===== src/design/irc_ltd_pkg.sv =====
// ----------------------------------------------------------------------------
// IRC line tokenizer package
// Role, verdict and parse phase codes, and the command word table.
// ----------------------------------------------------------------------------
package irc_ltd_pkg;

	localparam int unsigned MaxTokensDefault = 15;
	localparam int unsigned NumWords = 8;
	localparam int unsigned WordChars = 8;

	localparam logic [7:0] CHAR_SPACE = 8'h20;
	localparam logic [7:0] CHAR_COLON = 8'h3A;
	localparam logic [7:0] CHAR_LOW_A = 8'h61;
	localparam logic [7:0] CHAR_LOW_Z = 8'h7A;
	localparam logic [7:0] CASE_BIT = 8'h20;

	typedef enum logic [7:0] {
		PH_START  = 8'b0000_0001,
		PH_PREFIX = 8'b0000_0010,
		PH_PRECMD = 8'b0000_0100,
		PH_CMD    = 8'b0000_1000,
		PH_GAP    = 8'b0001_0000,
		PH_PARAM  = 8'b0010_0000,
		PH_TRAIL  = 8'b0100_0000,
		PH_DROP   = 8'b1000_0000
	} phase_t;

	typedef enum logic [2:0] {
		ROLE_END    = 3'd0,
		ROLE_PREFIX = 3'd1,
		ROLE_CMD    = 3'd2,
		ROLE_PARAM  = 3'd3,
		ROLE_TRAIL  = 3'd4,
		ROLE_DELIM  = 3'd5,
		ROLE_DROP   = 3'd6
	} role_t;

	typedef enum logic [2:0] {
		VERD_DISPATCH   = 3'd0,
		VERD_EMPTY      = 3'd1,
		VERD_NO_CMD     = 3'd2,
		VERD_UNKNOWN    = 3'd3,
		VERD_NOT_REG    = 3'd4,
		VERD_FEW_PARAMS = 3'd5
	} verdict_t;

	localparam logic [7:0] WORD_TEXT [NumWords][WordChars] = '{
		'{"N", "I", "C", "K", 8'h00, 8'h00, 8'h00, 8'h00},
		'{"U", "S", "E", "R", 8'h00, 8'h00, 8'h00, 8'h00},
		'{"Q", "U", "I", "T", 8'h00, 8'h00, 8'h00, 8'h00},
		'{"J", "O", "I", "N", 8'h00, 8'h00, 8'h00, 8'h00},
		'{"P", "A", "R", "T", 8'h00, 8'h00, 8'h00, 8'h00},
		'{"L", "I", "S", "T", 8'h00, 8'h00, 8'h00, 8'h00},
		'{"P", "R", "I", "V", "M", "S", "G", 8'h00},
		'{"W", "H", "O", 8'h00, 8'h00, 8'h00, 8'h00, 8'h00}
	};

	localparam logic [3:0] WORD_LEN [NumWords] = '{
		4'd4, 4'd4, 4'd4, 4'd4, 4'd4, 4'd4, 4'd7, 4'd3
	};

	localparam logic [3:0] WORD_MIN_PARAMS [NumWords] = '{
		4'd0, 4'd4, 4'd0, 4'd1, 4'd1, 4'd0, 4'd0, 4'd0
	};

	// bit k set: word k needs a registered client
	localparam logic [NumWords-1:0] WORD_NEED_REG = 8'b1111_1100;

	function automatic logic [7:0] to_upper(input logic [7:0] c);
		if (c >= CHAR_LOW_A && c <= CHAR_LOW_Z) begin
			return c & ~CASE_BIT;
		end
		return c;
	endfunction

endpackage


===== src/design/irc_ltd_in_if.sv =====
// ----------------------------------------------------------------------------
// IRC line tokenizer input channel
// Valid/ready channel carrying one line byte or an end item.
// ----------------------------------------------------------------------------
interface irc_ltd_in_if;
	logic       valid;
	logic       ready;
	logic [7:0] line_byte;
	logic       line_end;
	logic       client_registered;

	modport source (output valid, output line_byte, output line_end,
		output client_registered, input ready);
	modport sink (input valid, input line_byte, input line_end,
		input client_registered, output ready);
endinterface


===== src/design/irc_ltd_out_if.sv =====
// ----------------------------------------------------------------------------
// IRC line tokenizer output channel
// Valid/ready channel carrying the byte role and the line verdict.
// ----------------------------------------------------------------------------
interface irc_ltd_out_if;
	logic       valid;
	logic       ready;
	logic [2:0] byte_role;
	logic [3:0] param_index;
	logic       verdict_valid;
	logic [2:0] verdict;
	logic [2:0] command_id;
	logic [3:0] param_count;

	modport source (output valid, output byte_role, output param_index,
		output verdict_valid, output verdict, output command_id,
		output param_count, input ready);
	modport sink (input valid, input byte_role, input param_index,
		input verdict_valid, input verdict, input command_id,
		input param_count, output ready);
endinterface


===== src/design/irc_line_tokenizer_dispatcher.sv =====
// ----------------------------------------------------------------------------
// IRC line tokenizer and command dispatcher
// Tags each byte of a line with its role and gives a verdict on the end item.
// ----------------------------------------------------------------------------
// One item per clock cycle while each result is taken. An item is captured
// into an input register; as it leaves that register, its role (and, on an
// end item, the verdict, command number and parameter count) is written
// into the output register. The line state (parse phase, command match
// mask, command length, parameter count) updates as the item leaves the
// input register, so each result depends only on that state and the item
// itself. The input side stalls only while the output register holds a
// result that is not taken.
module irc_line_tokenizer_dispatcher #(
	parameter int unsigned MAX_TOKENS = irc_ltd_pkg::MaxTokensDefault
) (
	input  logic   clk,
	input  logic   arst_n,
	irc_ltd_in_if.sink    in_ch,
	irc_ltd_out_if.source out_ch
);
	import irc_ltd_pkg::*;

	logic       valid_s1;
	logic [7:0] line_byte_s1;
	logic       line_end_s1;
	logic       client_registered_s1;

	phase_t              phase_q;
	logic [NumWords-1:0] match_q;
	logic [3:0]          cmd_len_q;
	logic [3:0]          param_total_q;
	logic                nonempty_q;

	phase_t              phase_d;
	logic [NumWords-1:0] match_d;
	logic [3:0]          cmd_len_d;
	logic [3:0]          param_total_d;
	logic                nonempty_d;

	logic                out_valid_q;
	role_t               role_q;
	logic [3:0]          pidx_q;
	logic                vvalid_q;
	verdict_t            verdict_q;
	logic [2:0]          cid_q;
	logic [3:0]          pcount_q;

	role_t               role_d;
	logic [3:0]          pidx_d;
	logic                vvalid_d;
	verdict_t            verdict_d;
	logic [2:0]          cid_d;
	logic [3:0]          pcount_d;

	logic                s1_move;
	logic                cmd_step;
	logic [7:0]          upper_byte;
	logic [NumWords-1:0] char_hit;
	logic                word_found;
	logic [2:0]          word_id;
	logic                at_cap;

	assign s1_move     = valid_s1 && (!out_valid_q || out_ch.ready);
	assign in_ch.ready = !valid_s1 || s1_move;
	assign upper_byte  = to_upper(line_byte_s1);
	assign at_cap      = param_total_q >= 4'(MAX_TOKENS);

	always_comb begin
		for (int k = 0; k < NumWords; k++) begin
			char_hit[k] = (cmd_len_q < WORD_LEN[k]) &&
				(WORD_TEXT[k][cmd_len_q[2:0]] == upper_byte);
		end
	end

	always_comb begin
		word_found = 1'b0;
		word_id    = '0;
		for (int k = NumWords - 1; k >= 0; k--) begin
			if (match_q[k] && cmd_len_q == WORD_LEN[k]) begin
				word_found = 1'b1;
				word_id    = 3'(k);
			end
		end
	end

	always_comb begin
		role_d        = ROLE_DROP;
		pidx_d        = '0;
		vvalid_d      = 1'b0;
		verdict_d     = VERD_DISPATCH;
		cid_d         = '0;
		pcount_d      = '0;
		phase_d       = phase_q;
		match_d       = match_q;
		cmd_len_d     = cmd_len_q;
		param_total_d = param_total_q;
		nonempty_d    = nonempty_q;
		cmd_step      = 1'b0;
		if (line_end_s1) begin
			role_d   = ROLE_END;
			vvalid_d = 1'b1;
			if (!nonempty_q) begin
				verdict_d = VERD_EMPTY;
			end else if (phase_q inside {PH_START, PH_PREFIX, PH_PRECMD}) begin
				verdict_d = VERD_NO_CMD;
			end else begin
				pcount_d = param_total_q;
				if (!word_found) begin
					verdict_d = VERD_UNKNOWN;
				end else begin
					cid_d = word_id;
					if (WORD_NEED_REG[word_id] && !client_registered_s1) begin
						verdict_d = VERD_NOT_REG;
					end else if (param_total_q < WORD_MIN_PARAMS[word_id]) begin
						verdict_d = VERD_FEW_PARAMS;
					end
				end
			end
			phase_d       = PH_START;
			match_d       = '1;
			cmd_len_d     = '0;
			param_total_d = '0;
			nonempty_d    = 1'b0;
		end else if (line_byte_s1 != 8'h00) begin
			nonempty_d = 1'b1;
			case (phase_q)
				PH_START: begin
					if (line_byte_s1 == CHAR_COLON) begin
						role_d  = ROLE_PREFIX;
						phase_d = PH_PREFIX;
					end else if (line_byte_s1 == CHAR_SPACE) begin
						role_d  = ROLE_DELIM;
						phase_d = PH_PRECMD;
					end else begin
						role_d   = ROLE_CMD;
						cmd_step = 1'b1;
						phase_d  = PH_CMD;
					end
				end
				PH_PREFIX: begin
					if (line_byte_s1 == CHAR_SPACE) begin
						role_d  = ROLE_DELIM;
						phase_d = PH_PRECMD;
					end else begin
						role_d = ROLE_PREFIX;
					end
				end
				PH_PRECMD: begin
					if (line_byte_s1 == CHAR_SPACE) begin
						role_d = ROLE_DELIM;
					end else begin
						role_d   = ROLE_CMD;
						cmd_step = 1'b1;
						phase_d  = PH_CMD;
					end
				end
				PH_CMD: begin
					if (line_byte_s1 == CHAR_SPACE) begin
						role_d  = ROLE_DELIM;
						phase_d = PH_GAP;
					end else begin
						role_d   = ROLE_CMD;
						cmd_step = 1'b1;
					end
				end
				PH_GAP: begin
					if (line_byte_s1 == CHAR_SPACE) begin
						role_d = ROLE_DELIM;
					end else if (at_cap) begin
						role_d  = ROLE_DROP;
						phase_d = PH_DROP;
					end else if (line_byte_s1 == CHAR_COLON) begin
						role_d        = ROLE_DELIM;
						param_total_d = param_total_q + 4'd1;
						phase_d       = PH_TRAIL;
					end else begin
						role_d        = ROLE_PARAM;
						pidx_d        = param_total_q;
						param_total_d = param_total_q + 4'd1;
						phase_d       = PH_PARAM;
					end
				end
				PH_PARAM: begin
					if (line_byte_s1 == CHAR_SPACE) begin
						role_d  = ROLE_DELIM;
						phase_d = PH_GAP;
					end else begin
						role_d = ROLE_PARAM;
						pidx_d = param_total_q - 4'd1;
					end
				end
				PH_TRAIL: begin
					role_d = ROLE_TRAIL;
					pidx_d = param_total_q - 4'd1;
				end
				default: begin
					role_d = ROLE_DROP;
				end
			endcase
		end
		if (cmd_step) begin
			match_d = match_q & char_hit;
			if (cmd_len_q != 4'hF) begin
				cmd_len_d = cmd_len_q + 4'd1;
			end
		end
	end

	always_ff @(posedge clk or negedge arst_n) begin
		if (!arst_n) begin
			valid_s1 <= 1'b0;
		end else if (in_ch.ready) begin
			valid_s1 <= in_ch.valid;
		end
	end

	always_ff @(posedge clk) begin
		if (in_ch.valid && in_ch.ready) begin
			line_byte_s1         <= in_ch.line_byte;
			line_end_s1          <= in_ch.line_end;
			client_registered_s1 <= in_ch.client_registered;
		end
	end

	always_ff @(posedge clk or negedge arst_n) begin
		if (!arst_n) begin
			phase_q       <= PH_START;
			match_q       <= '1;
			cmd_len_q     <= '0;
			param_total_q <= '0;
			nonempty_q    <= 1'b0;
		end else if (s1_move) begin
			phase_q       <= phase_d;
			match_q       <= match_d;
			cmd_len_q     <= cmd_len_d;
			param_total_q <= param_total_d;
			nonempty_q    <= nonempty_d;
		end
	end

	always_ff @(posedge clk or negedge arst_n) begin
		if (!arst_n) begin
			out_valid_q <= 1'b0;
		end else if (s1_move) begin
			out_valid_q <= 1'b1;
		end else if (out_ch.ready) begin
			out_valid_q <= 1'b0;
		end
	end

	always_ff @(posedge clk) begin
		if (s1_move) begin
			role_q    <= role_d;
			pidx_q    <= pidx_d;
			vvalid_q  <= vvalid_d;
			verdict_q <= verdict_d;
			cid_q     <= cid_d;
			pcount_q  <= pcount_d;
		end
	end

	assign out_ch.valid         = out_valid_q;
	assign out_ch.byte_role     = role_q;
	assign out_ch.param_index   = pidx_q;
	assign out_ch.verdict_valid = vvalid_q;
	assign out_ch.verdict       = verdict_q;
	assign out_ch.command_id    = cid_q;
	assign out_ch.param_count   = pcount_q;

`ifndef ASSERT_OFF
	a_verdict_on_end: assert property (@(posedge clk) disable iff (!arst_n)
		out_valid_q |-> (vvalid_q == (role_q == ROLE_END)))
		else $error("verdict_valid does not match end role");

	a_byte_no_verdict: assert property (@(posedge clk) disable iff (!arst_n)
		(out_valid_q && !vvalid_q) |->
		(verdict_q == VERD_DISPATCH && cid_q == 3'd0 && pcount_q == 4'd0))
		else $error("byte item carries verdict fields");

	a_param_cap: assert property (@(posedge clk) disable iff (!arst_n)
		param_total_q <= 4'(MAX_TOKENS))
		else $error("parameter count above cap");

	a_end_clears: assert property (@(posedge clk) disable iff (!arst_n)
		(s1_move && line_end_s1) |=>
		(phase_q == PH_START && param_total_q == 4'd0 && !nonempty_q &&
		cmd_len_q == 4'd0))
		else $error("line state not cleared after end item");

	a_no_drop_while_full: assert property (@(posedge clk) disable iff (!arst_n)
		(valid_s1 && out_valid_q && !out_ch.ready) |=> $stable(phase_q))
		else $error("line state moved while output stalled");
`endif

endmodule

===== src/flat_wrapper.sv =====
// flat-port wrapper written by rule: the top's interface ports become plain ports
module irc_line_tokenizer_dispatcher_flat import irc_ltd_pkg::*;
#(
	parameter int unsigned MAX_TOKENS = irc_ltd_pkg::MaxTokensDefault
)
  (clk, arst_n, in_ch_valid, in_ch_line_byte, in_ch_line_end, in_ch_client_registered, in_ch_ready, out_ch_valid, out_ch_byte_role, out_ch_param_index, out_ch_verdict_valid, out_ch_verdict, out_ch_command_id, out_ch_param_count, out_ch_ready);
  irc_ltd_in_if in_ch_i ();
  irc_ltd_out_if out_ch_i ();
  input  logic clk;
  input  logic arst_n;
  input wire logic [$bits(in_ch_i.valid)-1:0] in_ch_valid;
  input wire logic [$bits(in_ch_i.line_byte)-1:0] in_ch_line_byte;
  input wire logic [$bits(in_ch_i.line_end)-1:0] in_ch_line_end;
  input wire logic [$bits(in_ch_i.client_registered)-1:0] in_ch_client_registered;
  output wire logic [$bits(in_ch_i.ready)-1:0] in_ch_ready;
  output wire logic [$bits(out_ch_i.valid)-1:0] out_ch_valid;
  output wire logic [$bits(out_ch_i.byte_role)-1:0] out_ch_byte_role;
  output wire logic [$bits(out_ch_i.param_index)-1:0] out_ch_param_index;
  output wire logic [$bits(out_ch_i.verdict_valid)-1:0] out_ch_verdict_valid;
  output wire logic [$bits(out_ch_i.verdict)-1:0] out_ch_verdict;
  output wire logic [$bits(out_ch_i.command_id)-1:0] out_ch_command_id;
  output wire logic [$bits(out_ch_i.param_count)-1:0] out_ch_param_count;
  input wire logic [$bits(out_ch_i.ready)-1:0] out_ch_ready;
  assign in_ch_i.valid = in_ch_valid;
  assign in_ch_i.line_byte = in_ch_line_byte;
  assign in_ch_i.line_end = in_ch_line_end;
  assign in_ch_i.client_registered = in_ch_client_registered;
  assign in_ch_ready = in_ch_i.ready;
  assign out_ch_valid = out_ch_i.valid;
  assign out_ch_byte_role = out_ch_i.byte_role;
  assign out_ch_param_index = out_ch_i.param_index;
  assign out_ch_verdict_valid = out_ch_i.verdict_valid;
  assign out_ch_verdict = out_ch_i.verdict;
  assign out_ch_command_id = out_ch_i.command_id;
  assign out_ch_param_count = out_ch_i.param_count;
  assign out_ch_i.ready = out_ch_ready;
  irc_line_tokenizer_dispatcher #(.MAX_TOKENS(MAX_TOKENS)) u_core (.clk(clk), .arst_n(arst_n), .in_ch(in_ch_i), .out_ch(out_ch_i));
endmodule

===== config.mk =====
export PLATFORM = sky130hd
export DESIGN_NAME = irc_line_tokenizer_dispatcher_flat
export DESIGN_NICKNAME = d
export VERILOG_FILES = /design/src/design/irc_ltd_pkg.sv /design/src/design/irc_ltd_in_if.sv /design/src/design/irc_ltd_out_if.sv /design/src/design/irc_line_tokenizer_dispatcher.sv /design/src/flat_wrapper.sv
export SDC_FILE = /design/constraint.sdc
export NUM_CORES = 1
export LEC_CHECK = 0
export BUFFER_PORTS_ARGS = -buffer_cell sky130_fd_sc_hd__buf_4
export CAP_MARGIN = 25
export CORE_ASPECT_RATIO = 0.7
export CORE_MARGIN = 2
export CORE_UTILIZATION = 45
export CTS_BUF_LIST = sky130_fd_sc_hd__clkbuf_8
export CTS_CLUSTER_SIZE = 40
export DETAILED_ROUTE_END_ITERATION = 16
export PLACE_DENSITY = 0.73
export SLEW_MARGIN = 25
export SYNTH_ARGS = -nofsm -noshare
export SYNTH_HDL_FRONTEND = slang
export SYNTH_SLANG_ARGS = --single-unit

===== constraint.sdc =====
create_clock -name clk -period 4.12 [get_ports clk]
set_input_delay 0 -clock clk [delete_from_list [all_inputs] [get_ports clk]]
set_output_delay 0 -clock clk [all_outputs]
set_load 0.005 [all_outputs]

==> results of run 1 <==
cell usage after synthesis (all sizes together) (3+ instances only):
library cell and number:
mux2i 3, nand2 28, o21ai 23, o22ai 8, a21oi 29, a21o 4, edfxtp 28, or4 5
a22oi 3, o31ai 6, nand2b 10, nor2 36, xor2 14, or3 3, and3 6, or2 4
nor3 17, a311oi 3, nor4b 3, clkbuf 15, dfrtp 18, xnor2 3, a32oi 3, a31oi 6
inv 18, dfstp 9, a22o 3, nor2b 12, and2 8, ha 11, nor4 5, nor3b 6
nand3 13, and4 3, buf 8, nand4 11
final cells by class:
cell class | instances | share of cell area [%]
Clock buffer | 5 | 1.62
Clock inverter | 3 | 0.647
Inverter | 18 | 1.59
Multi-Input combinational cell | 317 | 48.0
Sequential cell | 55 | 35.9
Tap cell | 101 | 2.97
Timing Repair Buffer | 48 | 9.29
how the worst max path moves through the flow:
stage / endpoint / slack, ps
CTS: u_core.out_ch.verdict[0] / 950
finish: u_core.out_ch.verdict[0] / 910
global placement: u_core.out_ch.verdict[0] / 1290
floorplan: u_core.out_ch.verdict[0] / 1280
global route: u_core.out_ch.verdict[0] / 720
detailed placement: u_core.out_ch.verdict[0] / 970
logic make-up after synthesis:
group	count (synthesis)
mux	4
xor+xnor	17
buf+inv	41
fa+ha+maj	11
compound gates	108
flops	55
simple gates	177
per-stage QoR:
step	std cells	hold slack [ps]	total power [W]	cell area, sq um
floorplan	413	-296	0.00155	3730
global placement	525	-58.6	0.00178	4020
detailed placement	525	-57.8	0.00180	4020
CTS	547	127	0.00214	4260
global route	547	143	0.00232	4260
finish	547	115	0.00215	4260
worst max-delay path, stage by stage, from the launching register on:
cell      delay (ps)
dfrtp_1          580
inv_1            260
ha_1             390
nand3b_1         230
o22a_1           290
a21o_1           180
o21bai_1         170
ha_1             230
nor4_1           360
a21oi_1          120
a21boi_0         230
metal layers:
layer	vias to the layer above	part of all wire, %	GRT usage (%)
met5	-	0	0
met1	1614	50	33.0
li1	1597	-	-
met4	0	0.63	4.39
met2	155	42	32.4
met3	11	7.1	4.15
state kept, by name, summed over array words and instances (netlist names):
name                         flops
u_core.cmd_len_q                 4
u_core.out_ch.command_id         3
u_core.nonempty_q                1
u_core.param_total_q             4
u_core.out_ch.param_count        4
u_core.out_ch.param_index        4
u_core.valid_s1                  1
u_core.client_registered_s1      1
u_core.line_byte_s1              8
u_core.out_ch.verdict            3
u_core.out_ch.byte_role          3
u_core.line_end_s1               1
u_core.out_ch.valid              1
u_core.phase_q                   8
u_core.match_q                   8
u_core.out_ch.verdict_valid      1
power by group through the flow:
stage	Combinational (W)	Clock, W	Sequential (W)
floorplan	0.000756	0	0.000792
global placement	0.000907	0	0.000876
detailed placement	0.000921	0	0.000879
CTS	0.000936	0.000333	0.000868
global route	0.00107	0.000357	0.000897
finish	0.000949	0.000325	0.000874
==> flow_results.org, run 1 <==
** Drt
- Wirelength per Cell :: 17.3 um
- Via count of the routed design :: 3377
- In this run the remaining antenna-violating nets after routing total 0.
- Number of DRC violations after detailed-routing iteration 0 :: 489
- After detailed routing, the total wire length is 9.47 mm.
- For this run, design rule violations remaining after detail routing come to 0.
- For this run, the detailed router's first-pass iteration total came to 5.
- Routed vias/inst :: 6.17

** Synth
- Area share of xor/xnor cells in the synthesized design :: 3.99%
- Compound-gate portion of the synthesized area :: 18.9%
- Synthesis produced a netlist whose cell count is 413.
- Top cell type's share of synthesized area :: 22.5%
- Yosys cell types :: 66
- For this run, the leading register cell type out of synthesis is edfxtp_1.
- edfxtp_1 takes more of the synthesized area than any other cell.
- Each instance of the synthesized netlist takes up on average 9.03 sq um.
- Of the total synthesized cell area, the portion taken by AND, OR, NAND and NOR gates is 27.1%.
- Counting flops with an async set or reset pin after synthesis yields a share of 49.1%.
- The number of nets in the synthesized netlist is 438.
- Post-synthesis sequential area ratio :: 40.9%
- Multiplexer cells account for 1.11% of the synthesized area.
- Post-synthesis register bit count :: 55
- Post-synth EDFFs :: 28
- Summing every instance area after synthesis gives 3730 sq um.
- Yosys synthesis warning count :: 0
- Share of synthesized cell area in full adder, half adder and majority cells :: 3.69%
- Yosys attributes the largest share of cell area to edfxtp_1, dfrtp_1, dfstp_2.
- After synthesis, the largest family of logic cells by area is simple AND/OR/NAND/NOR gates.

** Timing
- Setup violations remaining at the end of the flow were counted as 0.
- Worst-case setup margin in the final layout :: 906 ps
- Measured against its own limit, the worst slew margin works out to 42.3%.
- Final worst-path cycle share :: 78.0%
- Peak clock frequency supported by timing :: 311 MHz
- The clock arrives with 7.08 ps of skew.
- The worst path in the final design needs a cycle of 3210 ps, including I/O delays and setup.
- Unrepaired setup endpoints after global routing :: no
- The final count of pins violating max slew came to 0.
- The final hold violation count came to 0.
- Total negative setup slack :: 0 ps
- Worst slew pin tran :: 864 ps

** Critical path
- At the worst endpoint, the required time is 4270 ps.
- STA puts the critical path data arrival time at 3360 ps.
- Startpoint type of the worst setup path :: flop
- Critical R2R Launch :: u_core.cmd_len_q[0]
- FF-to-FF End :: u_core.out_ch.verdict[0]
- The worst register-to-register path has a depth of 10.
- Startpoint of the most critical setup path :: u_core.cmd_len_q[0]
- Of all nets on the critical path, the largest fanout is 15.
- STA classifies the critical path endpoint as a flop.
- The worst setup path is of the reg -> reg kind.
- Reg2reg setup slack :: 910 ps

** Clocking
- The clock net in this run drives a total of 55 sinks.
- TritonCTS built the clock tree.
- Resize count post-CTS :: 0
- Post-CTS clock slew at the launch and capture registers of the worst setup and hold paths :: 110 ps
- Number of buffers inserted for hold repair after clock tree synthesis :: 14
- Maximum clock insertion buffer count :: 2
- The H-tree was split into 2 levels.
- Clk Tree Root Cell :: clkbuf_8
- Number of buffers added by the clock tree synthesis step :: 5
- Number of buffers inserted by post-CTS setup repair :: 0
- Clock latency reported for the late side of the worst-skew pair :: 320 ps

** Global route
- The first global-routing pass estimated 15.8 mm of wire.
- The number of global-route vias before repair came to 3121.
- After global routing the overflow that remains totals 0.
- GRT Util Overall :: 21.8%
- Entering global routing, the biggest net connects 28 pins.
- Number of antenna violations at the first check in global routing :: 0

** Power and ir drop
- Static Leakage :: 1.67 nW
- The share of total power dissipated in the clock network is 15.1%.
- Sequential group share of total power :: 40.7%
- Peak VDD IR :: 201 uV
- Cell Int Power :: 0.00124 W
- Per report_power, the combinational group accounts for 44.2% of the total.
- P per Cell Area :: 505 nW/um^2
- Net switching is 42.2% of the power.
- Switch Pwr :: 0.000907 W

** Floorplanning
- The floorplan step defined a core boundary enclosing 7940 sq um.
- Count of boundary I/O pins :: 34
- Die width :: 113 um
- Die Footprint :: 9050 sq um
- Initial core utilization :: 47.0%
- Chip height :: 80.2 um
- Rows :: 27

** Layout
- In the layout the commonest cells are nor2_1, buf_4, a21oi_1.
- Layout cell share with drive strength beyond 1 :: 15.2%
- Most common cell after layout, fill and taps aside :: nor2_1
- Post-Route Utilization :: 53.6%
- Footprint of the multi-input gates :: 2040 sq um
- Layout overhead on the synthesized area :: 14.1%
- Fill cell instance count of the final layout :: 713
- Total inserted antenna cells :: 0
- Sequential Area :: 1530 sq um
- At the end of the flow, the number of nets in the layout was 470.

** Place
- Routability-driven placement finished with a final weighted congestion of 0.945.
- Port buffering added 33 buffers.
- The HPWL after detailed placement is 6.85 mm.
- Pre-CTS setup slack :: 968 ps

** Min path
- Path type of the worst min-delay path :: in -> async

** Outcome
- Status :: finished, final reports clean

** Flow run
- Max-cap viol count :: 0
Power figures use the tool's default switching activity.
==> run 2: changes to the inputs <==
clock period = 3.24 ns   (was 4.12 ns; I/O delays follow)
==> run 2 against run 1 <==
- setup slack got worse by 510 ps
- non-clock buffer count increased by 5
- clock skew increased by 5.1 ps
- maximum frequency increased by 13%
- worst hold slack got worse by 9.9 ps
- first-iteration DRC count decreased by 20%
- design area increased by 0.76%
- sequential share of layout area decreased by 0.27 points
- clock power increased by 29%
==> flow_results.org, run 2 (synthesis results as in run 1) <==
** Global route
- Number of antenna violations at the first check in global routing :: 0
- The total overflow left after global routing is 0.
- The first global-routing pass estimated 15.9 mm of wire.
- GRT Util Overall :: 22.0%
- Largest net degree at the start of global routing :: 28
- The number of global-route vias before repair was 3045.

** Critical path
- Critical Path Fanout Max :: 8
- The worst setup path is launched from a flop.
- Setup crit end kind :: flop
- STA puts the critical path data required time at 3410 ps.
- Data arrival time at the worst-slack endpoint :: 3020 ps
- The critical path is of the reg -> reg type.

** Outcome
- The flow ran to the end, and the final reports show no timing, DRC or antenna violations.

** Timing
- After layout, the minimum clock period comes to 2840 ps.
- Total negative setup slack :: 0 ps
- Headroom to the max-slew limit came out at 48.3%.
- Final Slew Violations :: 0
- Peak clock frequency supported by timing :: 352 MHz
- Number of hold violations in the final report :: 0
- Unrepaired setup endpoints after global routing :: no
- For the pin with the worst max-slew slack, the measured transition is 767 ps.
- Final hold analysis gives a worst-case slack of 105 ps.
- Clock Skews :: 12.2 ps
- In the finished design, the share of the clock period the worst path needs comes to 87.7%.
- Setup violations remaining at the end of the flow were counted as 0.

** Layout
- Fill cell instance count of the final layout :: 689
- In the final layout, the share of cells above drive strength 1 is 16.4%.
- The number of antenna diodes in the final layout is 0.
- In the final design database the tool counted 475 nets.
- After routing the design area is 4290 sq um.
- Most frequent cells in the layout :: buf_4, nor2_1, a21oi_1
- Post-Layout Cell Count :: 552
- Most common cell after layout, fill and taps aside :: buf_4
- Layout overhead on the synthesized area :: 14.9%
- Top flop regs :: u_core.line_byte_s1 x8, u_core.match_q x8, u_core.phase_q x8

** Drt
- The count of nets left with antenna violations once routing finished came out at 0.
- Dividing the detail-routed via count by the number of cells gives 6.04.
- Wirelength per Cell :: 17.2 um
- Detailed Routing Iterations Pass 1 :: 5
- Number of DRC violations after detailed-routing iteration 0 :: 389
- After detailed routing, the number of remaining DRC violations is 0.
- After detailed routing, the total wire length is 9.51 mm.
- Via count of the routed design :: 3333

** Place
- Routability-driven placement finished with a final weighted congestion of 0.961.
- Summing all placed instances gives a cell area of 4060 sq um.
- Buffers added on ports :: 33
- Total instance count after detailed placement :: 531
- Detailed placement ended at an HPWL of 7.00 mm.

** Floorplanning
- Chip height :: 80.2 um
- The floorplan has 27 rows.
- Die width :: 113 um
- 34 I/O pins were placed.
- The die covers 9050 sq um.
- For this configuration, the core starts out at a cell density of 47.0%.
- The core region is 7940 sq um.

** Clocking
- The clock tree synthesis step divided the H-tree into 2 levels.
- Counting the buffers created by CTS gives 5.
- TritonCTS clock tree :: built
- Clock Sinks :: 55
- Clk Tree Root Cell :: clkbuf_8
- Clock-pin slew was measured on the worst setup and hold paths at 110 ps.
- At the later pin of the worst-skew pair, clock insertion delay measures 330 ps.
- Maximum clock insertion buffer count :: 2

** Flow run
- The tool flagged a number of max-cap violations equal to 0.

** Min path
- The worst hold path belongs to the class in -> async.

** Power and ir drop
- Static Leakage :: 1.70 nW
- Peak VDD IR :: 283 uV
- In this run the power density over the cells is 644 nW/um^2.
-- run 2: cell count changes in the layout (fill, tap and decap cells not counted), sizes merged --
cell | before | now
dlygate4sd3 | 14 | 13
buf | 34 | 40
-- run 2: per-stage QoR --
stage	worst slack (ps)	utilization (%)	power (W)
global placement	601	51.2	0.00229
detailed placement	463	51.2	0.00231
CTS	434	54.0	0.00273
floorplan	399	-	0.00197
global route	137	54.0	0.00296
finish	399	54.0	0.00276
-- run 2: worst paths after layout --
kind,from,end,slack (ps),cells past startpoint
worst max-delay path,u_core.cmd_len_q[0],u_core.out_ch.verdict[0],400,10
worst min-delay path,arst_n,u_core.phase_q[6],110,2
worst max register to register,u_core.cmd_len_q[0],u_core.out_ch.verdict[0],400,10
worst min register to register,u_core.match_q[5],u_core.match_q[5],500,2
max in group asynchronous,arst_n,u_core.match_q[7],2820,2
min in group clk,in_ch_line_byte[6],u_core.line_byte_s1[6],390,2
-- run 2: what timing repair did --
action	CTS	global route
setup buffers	0	0
gates resized for setup	0	0
hold buffers	13	0
hold endpoints to repair	39	0
-- run 2: power breakdown --
part           total (W)  internal (W)  switching, W
Combinational    0.00127      0.000531      0.000741
Sequential       0.00107      0.000912      0.000160
Clock           0.000418      0.000158      0.000259
Total            0.00276       0.00160       0.00116
-- run 2: final cells by class --
class / instances / area (sq um) / share of cell area (%)
clock inverter: 3 / 25.0 / 0.584
sequential: 55 / 1530 / 35.6
multi-input combinational: 317 / 2040 / 47.6
timing repair buffer: 53 / 430 / 10.0
clock buffer: 5 / 68.8 / 1.60
tap: 101 / 126 / 2.95
inverter: 18 / 67.6 / 1.58
-- run 2: layer usage --
| metal | vias up | share of wire, % | GRT usage [%] |
|---|---|---|---|
| li1 | 1611 | - | - |
| met3 | 11 | 7.8 | 4.08 |
| met5 | - | 0 | 0 |
| met2 | 153 | 43 | 32.9 |
| met1 | 1558 | 49 | 33.3 |
| met4 | 0 | 0.88 | 3.66 |
-- run 2: critical path, cell delays in order (launching register included) --
cell	delay (ps)
dfrtp_1	390
inv_1	170
ha_1	390
nand3b_1	230
o22a_1	300
a21o_1	190
o21bai_1	160
ha_1	220
nor4_1	340
a21oi_1	120
a21boi_0	190
==> run 3: changes to the inputs <==
==> constraint.sdc (replaced) <==
create_clock -name clk -period 3.24 [get_ports clk]
set_input_delay 0.648 -clock clk [delete_from_list [all_inputs] [get_ports clk]]
set_output_delay 0.648 -clock clk [all_outputs]
set_load 0.005 [all_outputs]
==> run 3 against run 2 <==
- register-to-register slack gained 20 ps
- clock skew increased by 2.6 ps
- design area shrank 3.3%
- setup slack better by 24 ps
- critical path type unchanged
- critical endpoint unchanged
- largest power group unchanged
==> flow_results.org, run 3 (synthesis results as in run 1) <==
** Timing
- Number of hold violations in the final report :: 0
- In this run the tightest slew margin relative to its limit is 46.1%.
- Unrepaired setup endpoints after global routing :: no
- Total negative setup slack :: 0 ps
- Worst slew pin tran :: 800 ps
- Clock period minus worst slack :: 2820 ps
- Between clock sinks in the finished design, the worst skew comes to 14.8 ps.
- Of the available clock period, the critical path in the final layout requires 87.0%.
- Final Slew Violations :: 0
- Setup violations remaining at the end of the flow were counted as 0.
- Static timing analysis puts the maximum clock frequency at 355 MHz.

** Clocking
- TritonCTS built the clock tree.
- Clock Sinks :: 55
- Once the clock tree was built, the setup fixing pass inserted 0 buffers.
- Clk Tree Root Cell :: clkbuf_8
- Clock-pin slew was measured on the worst setup and hold paths at 120 ps.
- Maximum clock insertion buffer count :: 2
- CTS H-tree lvls :: 2
- Resize count post-CTS :: 0
- Number of buffers added by the clock tree synthesis step :: 5
- Number of buffers inserted for hold repair after clock tree synthesis :: 0
- The later pin in the worst-skew pair is clocked with a latency of 330 ps.

** Critical path
- The most critical setup path has its startpoint at u_core.cmd_len_q[0].
- The largest individual stage delay along the critical path comes from the cell dfrtp_1.
- Critical R2R Launch :: u_core.cmd_len_q[0]
- The worst setup path is captured at a flop.
- The endpoint identified for the worst register-to-register timing path is u_core.out_ch.verdict[0].
- In this run the number of cells on the critical path is 10.
- By instance count, the cell type seen most on the critical path is ha_1.
- The kind of cell with the highest combined delay along the critical path is compound AO/OA/AOI/OAI gates.
- Buffers plus inverters on the worst setup path :: 1
- Worst Reg-to-Reg Cells :: 10
- The setup check on the worst reg-to-reg path leaves a slack of 420 ps.
- Critical Path Fanout Max :: 8
- Data on the critical path is required at its endpoint by 3410 ps.
- Crit-path max cell delay :: 390 ps
- Startpoint type of the worst setup path :: flop
- The worst setup path is of the reg -> reg kind.
- Data arrival time at the worst-slack endpoint :: 2980 ps
- In this run the worst setup path terminates at u_core.out_ch.verdict[0].
- Cells traversed along the worst timing path :: inv_1, ha_1, nand3b_1, o22a_1, a21o_1, o21bai_1, ha_1, nor4_1, nand3_1, a21boi_0

** Global route
- Entering global routing, the biggest net connects 28 pins.
- GRT Util Overall :: 20.7%
- After global routing the overflow that remains totals 0.
- Vias in the first global route :: 2904
- Number of antenna violations at the first check in global routing :: 0
- First-pass GRT wire length :: 14.9 mm

** Power and ir drop
- The internal portion of the total power is 0.00158 W.
- The share of total power dissipated in the clock network is 15.3%.
- The analysis attributes to net switching a power of 0.00115 W.
- Peak VDD IR :: 308 uV
- Share of total power consumed by net switching :: 42.2%
- Relative contribution of combinational cells to total power :: 45.3%
- P per Cell Area :: 660 nW/um^2
- Sequential cells account for 39.5% of the total power.
- Static Leakage :: 1.63 nW

** Floorplanning
- Die Footprint :: 9050 sq um
- Core Footprint :: 7940 sq um
- Measured along the y axis, the die boundary spans 80.2 um.
- Once the floorplan was initialized, standard cells occupied 47.0% of the core.
- Die width :: 113 um
- During I/O placement, the number of pins put on the boundary was 34.
- Rows :: 27

** Drt
- The final route contains 3286 vias.
- Before antenna repair, the detailed router went through 6 iterations.
- Antenna violation net count after detailed routing :: 0
- Wirelength per Cell :: 17.2 um
- After the first detailed-routing iteration, the DRC count stood at 325.
- Summed over all layers, the routed wires come to 9.22 mm.
- In the routed design, unresolved DRC markers number 0.
- After detailed routing, the number of vias per cell comes to 6.12.

** Place
- Buffers added on ports :: 33
- Routability-driven placement finished with a final weighted congestion of 0.971.
- Detailed placement finished with a half-perimeter wire length of 6.81 mm.

** Layout
- Most frequent cells in the layout :: buf_4, nor2_1, a21oi_1
- Fill cell instance count of the final layout :: 707
- Number of nets in the layout :: 460
- Top flop regs :: u_core.line_byte_s1 x8, u_core.match_q x8, u_core.phase_q x8
- In the final layout, the share of cells above drive strength 1 is 16.5%.
- Total inserted antenna cells :: 0
- Most common cell after layout, fill and taps aside :: buf_4
- Post-Route Utilization :: 52.2%
- Relative to the synthesized area, the layout overhead comes to 11.1%.

** Outcome
- The flow ran to the end, and the final reports show no timing, DRC or antenna violations.

** Min path
- The tightest min-delay check is of the in -> async type.

** Flow run
- Max-cap viol count :: 0
[run 3: stage by stage]
| step | instance area (sq um) | hold WS, ps | std cells | total power, W | setup slack, ps |
|---|---|---|---|---|---|
| after floorplan | 3730 | 352 | 413 | 0.00197 | 399 |
| after global routing | 4150 | 241 | 537 | 0.00292 | 193 |
| final | 4150 | 220 | 537 | 0.00274 | 423 |
| after CTS | 4150 | 229 | 537 | 0.00271 | 447 |
| after global placement | 4050 | 480 | 529 | 0.00228 | 612 |
| after detailed placement | 4050 | 498 | 529 | 0.00230 | 458 |
[run 3: worst min-delay path by stage]
stage                           to  depth (start not counted)
6_report         u_core.phase_q[5]                          1
5_1_grt          u_core.phase_q[5]                          1
4_1_cts          u_core.phase_q[5]                          1
3_5_place_dp     u_core.match_q[5]                          2
3_3_place_gp     u_core.match_q[5]                          2
2_1_floorplan  u_core.cmd_len_q[0]                          0
[run 3: cell type report]
type	count	area (sq um)	share of cell area, %
repair buffers	38	285	6.88
clock buffers	5	68.8	1.66
well taps	101	126	3.05
inverters	18	67.6	1.63
multi-input cells	317	2040	49.3
clock inverters	3	27.5	0.664
flip-flops and latches	55	1530	36.9
[run 3: power groups by stage]
stage                     clock (W)  sequential, W  combinational, W
final                      0.000417        0.00108           0.00124
after global placement            0        0.00109           0.00119
after CTS                  0.000420        0.00108           0.00121
after floorplan                   0        0.00101          0.000961
after detailed placement          0        0.00109           0.00121
after global routing       0.000449        0.00110           0.00137
[run 3: per-layer routing]
| layer | vias up | share of wire, % | wire (um) | global-route usage (%) |
|---|---|---|---|---|
| met2 | 153 | 42 | 3910 | 29.3 |
| met1 | 1546 | 48 | 4380 | 31.7 |
| li1 | 1576 | - | - | - |
| met3 | 11 | 9.1 | 839 | 4.38 |
| met5 | - | 0 | 0 | 0 |
| met4 | 0 | 0.98 | 90 | 5.00 |
